<file path="config.mk">
export PLATFORM = sky130hd
export DESIGN_NAME = tmcw_ctrl
export DESIGN_NICKNAME = d
export VERILOG_FILES = /design/src/rtl/tmcw_pkg.sv /design/src/rtl/tmcw_ctrl.sv
export SDC_FILE = /design/constraint.sdc
export NUM_CORES = 1
export LEC_CHECK = 0
export BUFFER_PORTS_ARGS = -buffer_cell sky130_fd_sc_hd__buf_2
export CAP_MARGIN = 20
export CORE_AREA = 2 2 39 41
export DETAILED_ROUTE_END_ITERATION = 6
export DIE_AREA = 0 0 41 43
export PLACE_DENSITY = 0.57
export SYNTH_ARGS = -nofsm -noshare
export SYNTH_HDL_FRONTEND = slang
export SYNTH_SLANG_ARGS = --single-unit
</file>
<file path="constraint.sdc">
create_clock -name clk -period 3.6 [get_ports clk]
set_input_delay 0.54 -clock clk [delete_from_list [all_inputs] [get_ports clk]]
set_output_delay 0.54 -clock clk [all_outputs]
set_load 0.1 [all_outputs]
</file>
<file path="src/rtl/tmcw_pkg.sv">
// Shared types and constants of the text-mode console writer.
// Used by tmcw_ctrl, tmcw_datapath and text_mode_console_writer_unit; no dependencies.
`default_nettype none

package tmcw_pkg;

    // Field widths fixed by the interface
    localparam int KIND_W = 1;
    localparam int CODE_W = 9;
    localparam int ADDR_W = 11;
    localparam int BYTE_W = 8;
    localparam int POS_W  = 11;
    localparam int CELL_W = 16;

    // Item kinds
    localparam logic [KIND_W-1:0] KIND_PUT  = 1'b0;
    localparam logic [KIND_W-1:0] KIND_READ = 1'b1;

    // Special character codes
    localparam logic [CODE_W-1:0] CODE_NEWLINE   = 9'd10;
    localparam logic [CODE_W-1:0] CODE_LEFT      = 9'd228;
    localparam logic [CODE_W-1:0] CODE_BACKSPACE = 9'd256;

    // Echo bytes
    localparam logic [BYTE_W-1:0] ECHO_BS    = 8'd8;
    localparam logic [BYTE_W-1:0] CHAR_SPACE = 8'd32;

    // Configuration
    localparam logic [BYTE_W-1:0] ATTR_RESET = 8'd7;
    localparam int APB_ADDR_W = 3;
    localparam logic [0:0] REG_ATTR = 1'b0;

    // Result index within a backspace item (single-result items use EMIT_FIRST)
    localparam logic [1:0] EMIT_FIRST = 2'd0;
    localparam logic [1:0] EMIT_SPACE = 2'd1;
    localparam logic [1:0] EMIT_FINAL = 2'd2;

    // Commands from the controller to the datapath
    typedef struct packed {
        logic       take;       // latch the offered item
        logic       exec;       // move the cursor, write the cell or issue the read
        logic       scan_run;   // step the sweep counter over the store
        logic       scan_copy;  // sweep moves rows up (else it clears)
        logic       load_out;   // load one result into the output register
        logic [1:0] emit_idx;   // which result of the item is loaded
    } tmcw_cmd_t;

    // Status from the datapath to the controller
    typedef struct packed {
        logic is_read;      // latched item is a read
        logic multi;        // latched item is a backspace put
        logic need_scroll;  // cursor reaches the row past the screen
        logic scan_done;    // sweep writes its last cell this cycle
        logic out_free;     // output register can take a result
    } tmcw_status_t;

endpackage

`default_nettype wire

</file>
<file path="src/rtl/tmcw_ctrl.sv">
// Controller state machine of the text-mode console writer.
// Depends on tmcw_pkg; drives tmcw_datapath through tmcw_cmd_t.
`default_nettype none

module tmcw_ctrl (
    input  wire logic                  clk,
    input  wire logic                  rst_n,
    input  wire logic                  in_valid,
    output logic                       in_ready,
    input  var  tmcw_pkg::tmcw_status_t status,
    output tmcw_pkg::tmcw_cmd_t        cmd
);

    typedef enum logic [4:0] {
        S_CLEAR  = 5'b00001,
        S_IDLE   = 5'b00010,
        S_EXEC   = 5'b00100,
        S_SCROLL = 5'b01000,
        S_EMIT   = 5'b10000
    } state_t;

    state_t     state_reg, state_next;
    logic [1:0] idx_reg, idx_next;

    assign in_ready = (state_reg == S_IDLE);

    // Sequence one item: accept, execute, optional scroll, emit results
    always_comb
    begin
        state_next    = state_reg;
        idx_next      = idx_reg;
        cmd           = '0;
        cmd.emit_idx  = idx_reg;
        unique case (state_reg)
            S_CLEAR:
            begin
                cmd.scan_run = 1'b1;
                if (status.scan_done)
                begin
                    state_next = S_IDLE;
                end
            end
            S_IDLE:
            begin
                if (in_valid)
                begin
                    cmd.take   = 1'b1;
                    idx_next   = tmcw_pkg::EMIT_FIRST;
                    state_next = S_EXEC;
                end
            end
            S_EXEC:
            begin
                cmd.exec = 1'b1;
                if (!status.is_read && status.need_scroll)
                begin
                    state_next = S_SCROLL;
                end
                else
                begin
                    state_next = S_EMIT;
                end
            end
            S_SCROLL:
            begin
                cmd.scan_run  = 1'b1;
                cmd.scan_copy = 1'b1;
                if (status.scan_done)
                begin
                    state_next = S_EMIT;
                end
            end
            S_EMIT:
            begin
                if (status.out_free)
                begin
                    cmd.load_out = 1'b1;
                    if (status.multi && idx_reg != tmcw_pkg::EMIT_FINAL)
                    begin
                        idx_next = idx_reg + 2'd1;
                    end
                    else
                    begin
                        state_next = S_IDLE;
                    end
                end
            end
            default:
            begin
                state_next = S_CLEAR;
            end
        endcase
    end

    // Hold state; start with the clearing sweep
    always_ff @(posedge clk or negedge rst_n)
    begin
        if (!rst_n)
        begin
            state_reg <= S_CLEAR;
            idx_reg   <= tmcw_pkg::EMIT_FIRST;
        end
        else
        begin
            state_reg <= state_next;
            idx_reg   <= idx_next;
        end
    end

endmodule

`default_nettype wire

</file>
== After elaboration in Yosys (flattened, before gate mapping) ==
Cells that the tools add are included.
Cells by class
  add/sub/neg operators: 1
  equal/unequal tests: 12
  multiplexer cells: 18
  reductions and logical operators: 7
Operator list (count)
  5-bit 2-to-1 mux: 6
  5-bit case mux with 5 select lines: 1
  2-bit != test, second input constant: 7
  1-bit 2-to-1 mux: 7
  2-bit 2-to-1 mux: 3
  5-bit by 1-bit == test with 1-bit output, second input constant: 1
  5-bit by 2-bit == test with 1-bit output, second input constant: 1
  5-bit by 3-bit == test with 1-bit output, second input constant: 1
  5-bit by 4-bit == test with 1-bit output, second input constant: 1
  5-bit == test, second input constant: 1
  5-bit AND reduction: 1
  2-bit case mux with 2 select lines: 1
  4-bit AND reduction: 1
  2-bit by 1-bit adder with 2-bit output, second input constant: 1
  1-bit logical AND: 2
  2-bit nonzero test: 1
  2-bit OR reduction: 1
  1-bit zero test: 1
Storage, ports and cells
  register bits after elaboration: 7
  word-level logic and storage cells: 40

== Logic depth before layout (Yosys ltp) ==
  depth after elaboration: 5
  gate-level depth with buffers: 6

== Worst setup path before layout ==
Ideal clock, no wire load.
  kind: register to output
  start: reg state_reg[0]
  end: out cmd[4] (netlist bit)
  data arrival time: 2316 ps
  data required time: 3060 ps
  slack: 744 ps
  cell stages (with the launch flop): 3
  path buffers: 0
  path through: dfstp_2 -> xnor2_1 -> nor4_2
RTL lines
  start, declared: RTL line tmcw_ctrl.sv:22  | state_t state_reg, state_next;
  start signal, assigned: RTL line tmcw_ctrl.sv:105  | state_reg <= state_next;
  end, declared: RTL line tmcw_ctrl.sv:11  | output tmcw_pkg::tmcw_cmd_t cmd

==> flow_summary.ini <==
[floorplan]
die_h_um = 43
ios = 16
start_util = 0.3083
die_area_mm2 = 0.001763
fp.coreArea_mm2 = 0.001384
fp.dieW_um = 41
fp-row-count = 14

[clock_network]
ctsResizeCount = 0
cts_buffers = 3
post_cts_buffers = 0
cts_root_buf = clkbuf_4
cts_htree_levels = 1
clkTransAtPathRegs_ps = 50
cts_hold_buffers = 0
tritoncts = done
clock_latency_ps = 250
cts_buffer_depth = 2
cts.sinks = 7

[sta]
slew_viol_final = 0
final.setup_skew_ps = 4.770
setup_tns_ps = 0
timing.fmax_mhz = 446.4
tightest_slew_ps = 484.7
fin_crit_sh = 0.6223
relSlewSlack = 0.6791
hold_violations = 0
setup_ws_ps = 1360
fin_crit_ps = 2240
rsz0062_at_grt = false
report.final.setup_viol = 0

[final_layout]
antenna_cells = 0
layout.cells.non_filler = 82
drive_gt1_frac = 0.3182
nNetsFinal = 76
largest_reg_flops = 5
area_delta_synth_final_pct = 28.45
fill_cells = 145
finish.instance_area_um2 = 548.0

[drt]
num_vias = 396
via_per_inst = 4.829
drt_iter0_markers = 7
avgRoutedWirePerCell_um = 10.94
antenna_left = 0
detail_route.drc_violations = 0
drt-total-wl_um = 897
dr.pass1.iters = 4

[critical_path]
critPathCaptureType = output pin
critPathLaunch = state_reg[4]
cp.required_ps = 3060
startpoint_type = flop
cp.arrival_ps = 1700
crit_fanout = 7
critical_path_class = flop to output pin
ff2ff_setup_slack_ps = 2270
r2r_start = state_reg[2]

[power_and_ir_drop]
powerDensity_mw_per_mm2 = 770.4
ir_drop_v = 0.0003053
p_leak_uw = 0.0002963

[synthesis]
ys_ff_latch = 7
ys_seq_area_frac = 0.4135
ys_warn_count = 0
syn_area_per_cell_um2 = 9.078
synth_fp_nets = 56
syn_inst = 47
synth_area_um2 = 426.7
synth_cell_type_count = 23

[place]
dpl.hpwl_um = 728
dpl_cell_area_um2 = 521.8
dp_slack_ps = 1621
place_congestion = 0.6532
dp.cells = 78
portBuffers = 15

[grt]
grt_use_total = 0.1241
grt_pass1_wl_um = 1442
grt-ovfl-total = 0
grt_max_degree = 8
antenna_found_initial = 0
first_global_vias = 376

[flow_run]
max_cap_viol_count = 0

[hold_path]
hold_class = primary input to asynchronous set/reset pin

[run_status]
status = complete, no violations
[final cells by class]
cell class | count | area [µm²] | share of cell area
multi-input cells | 34 | 227.7 | 0.4155
flip-flops and latches | 7 | 176.4 | 0.3219
repair buffers | 15 | 75.07 | 0.1370
clock buffers | 4 | 26.28 | 0.04795
inverters | 6 | 22.52 | 0.04110
well taps | 16 | 20.02 | 0.03653
[cells in the final DEF (no fill, tap or decap), types with 2 or more instances in the layout]
master	instances
buf_2	15
nor2_1	3
o21ai_0	2
o21ai_1	3
dfrtp_1	6
clkbuf_4	3
inv_1	6
nand3_1	6
nor2b_1	5
[per-stage QoR]
step / utilization / hold slack, ps / power (µW)
floorplan: - / 244.4 / 318.8
global placement: 0.3770 / 375.8 / 356.3
detailed placement: 0.3770 / 378.9 / 355.7
CTS: 0.3960 / 104.9 / 427.7
global route: 0.3960 / 111.6 / 446.0
finish: 0.3960 / 114.8 / 422.2
[where the power goes]
group          internal, µW  switching (µW)  total [µW]  leakage [µW]
clock network          42.1            25.7        67.8     0.0000150
logic                  55.6             169         224      0.000189
registers              99.0            31.1         130     0.0000928
[cells in the mapped netlist, drive strengths merged]
cell	n	share of area
dfrtp	6	0.35
inv	6	0.053
nand3	6	0.070
nor2b	5	0.073
o21ai	5	0.059
nor2	3	0.026
nor4	2	0.079
and2	1	0.015
and2b	1	0.018
and3	1	0.015
and3b	1	0.021
dfstp	1	0.062
ha	1	0.029
nand2	1	0.0088
nand4	1	0.015
nor3	1	0.012
o21a	1	0.018
o22ai	1	0.015
o2bb2ai	1	0.021
o311ai	1	0.021
xnor2	1	0.021
[kinds of logic after synthesis]
family	count (synthesis)	share of synthesized area
xor gates and xnor gates	1	0.02053
adders and majority gates	1	0.02932
AOI/OAI and AO/OA	9	0.1320
buffers and inverters	6	0.05278
DFF	7	0.4135
and+or+nand+nor	23	0.3519
[path summary, 6_finish.rpt]
kind / endpoint / cells past startpoint
min in group clk: state_reg[3] / 2
min: idx_reg[1] / 1
max in group asynchronous: state_reg[0] / 1
max: cmd[6] / 4
min reg2reg: idx_reg[0] / 1
max reg2reg: idx_reg[1] / 4
[layer usage]
layer / up-vias / track usage / part of all wire
met4: 0 / 0.1000 / 0.0067
met5: - / 0 / 0
li1: 204 / - / -
met2: 10 / 0.1813 / 0.51
met1: 180 / 0.1544 / 0.43
met3: 2 / 0.01571 / 0.056
[worst max-delay path, cell delays in order (launching register included)]
cell	delay [ps]
dfrtp_1	460
nor3_1	310
nand3_1	190
inv_1	80
buf_2	420
(Power assumes the default switching activity.)
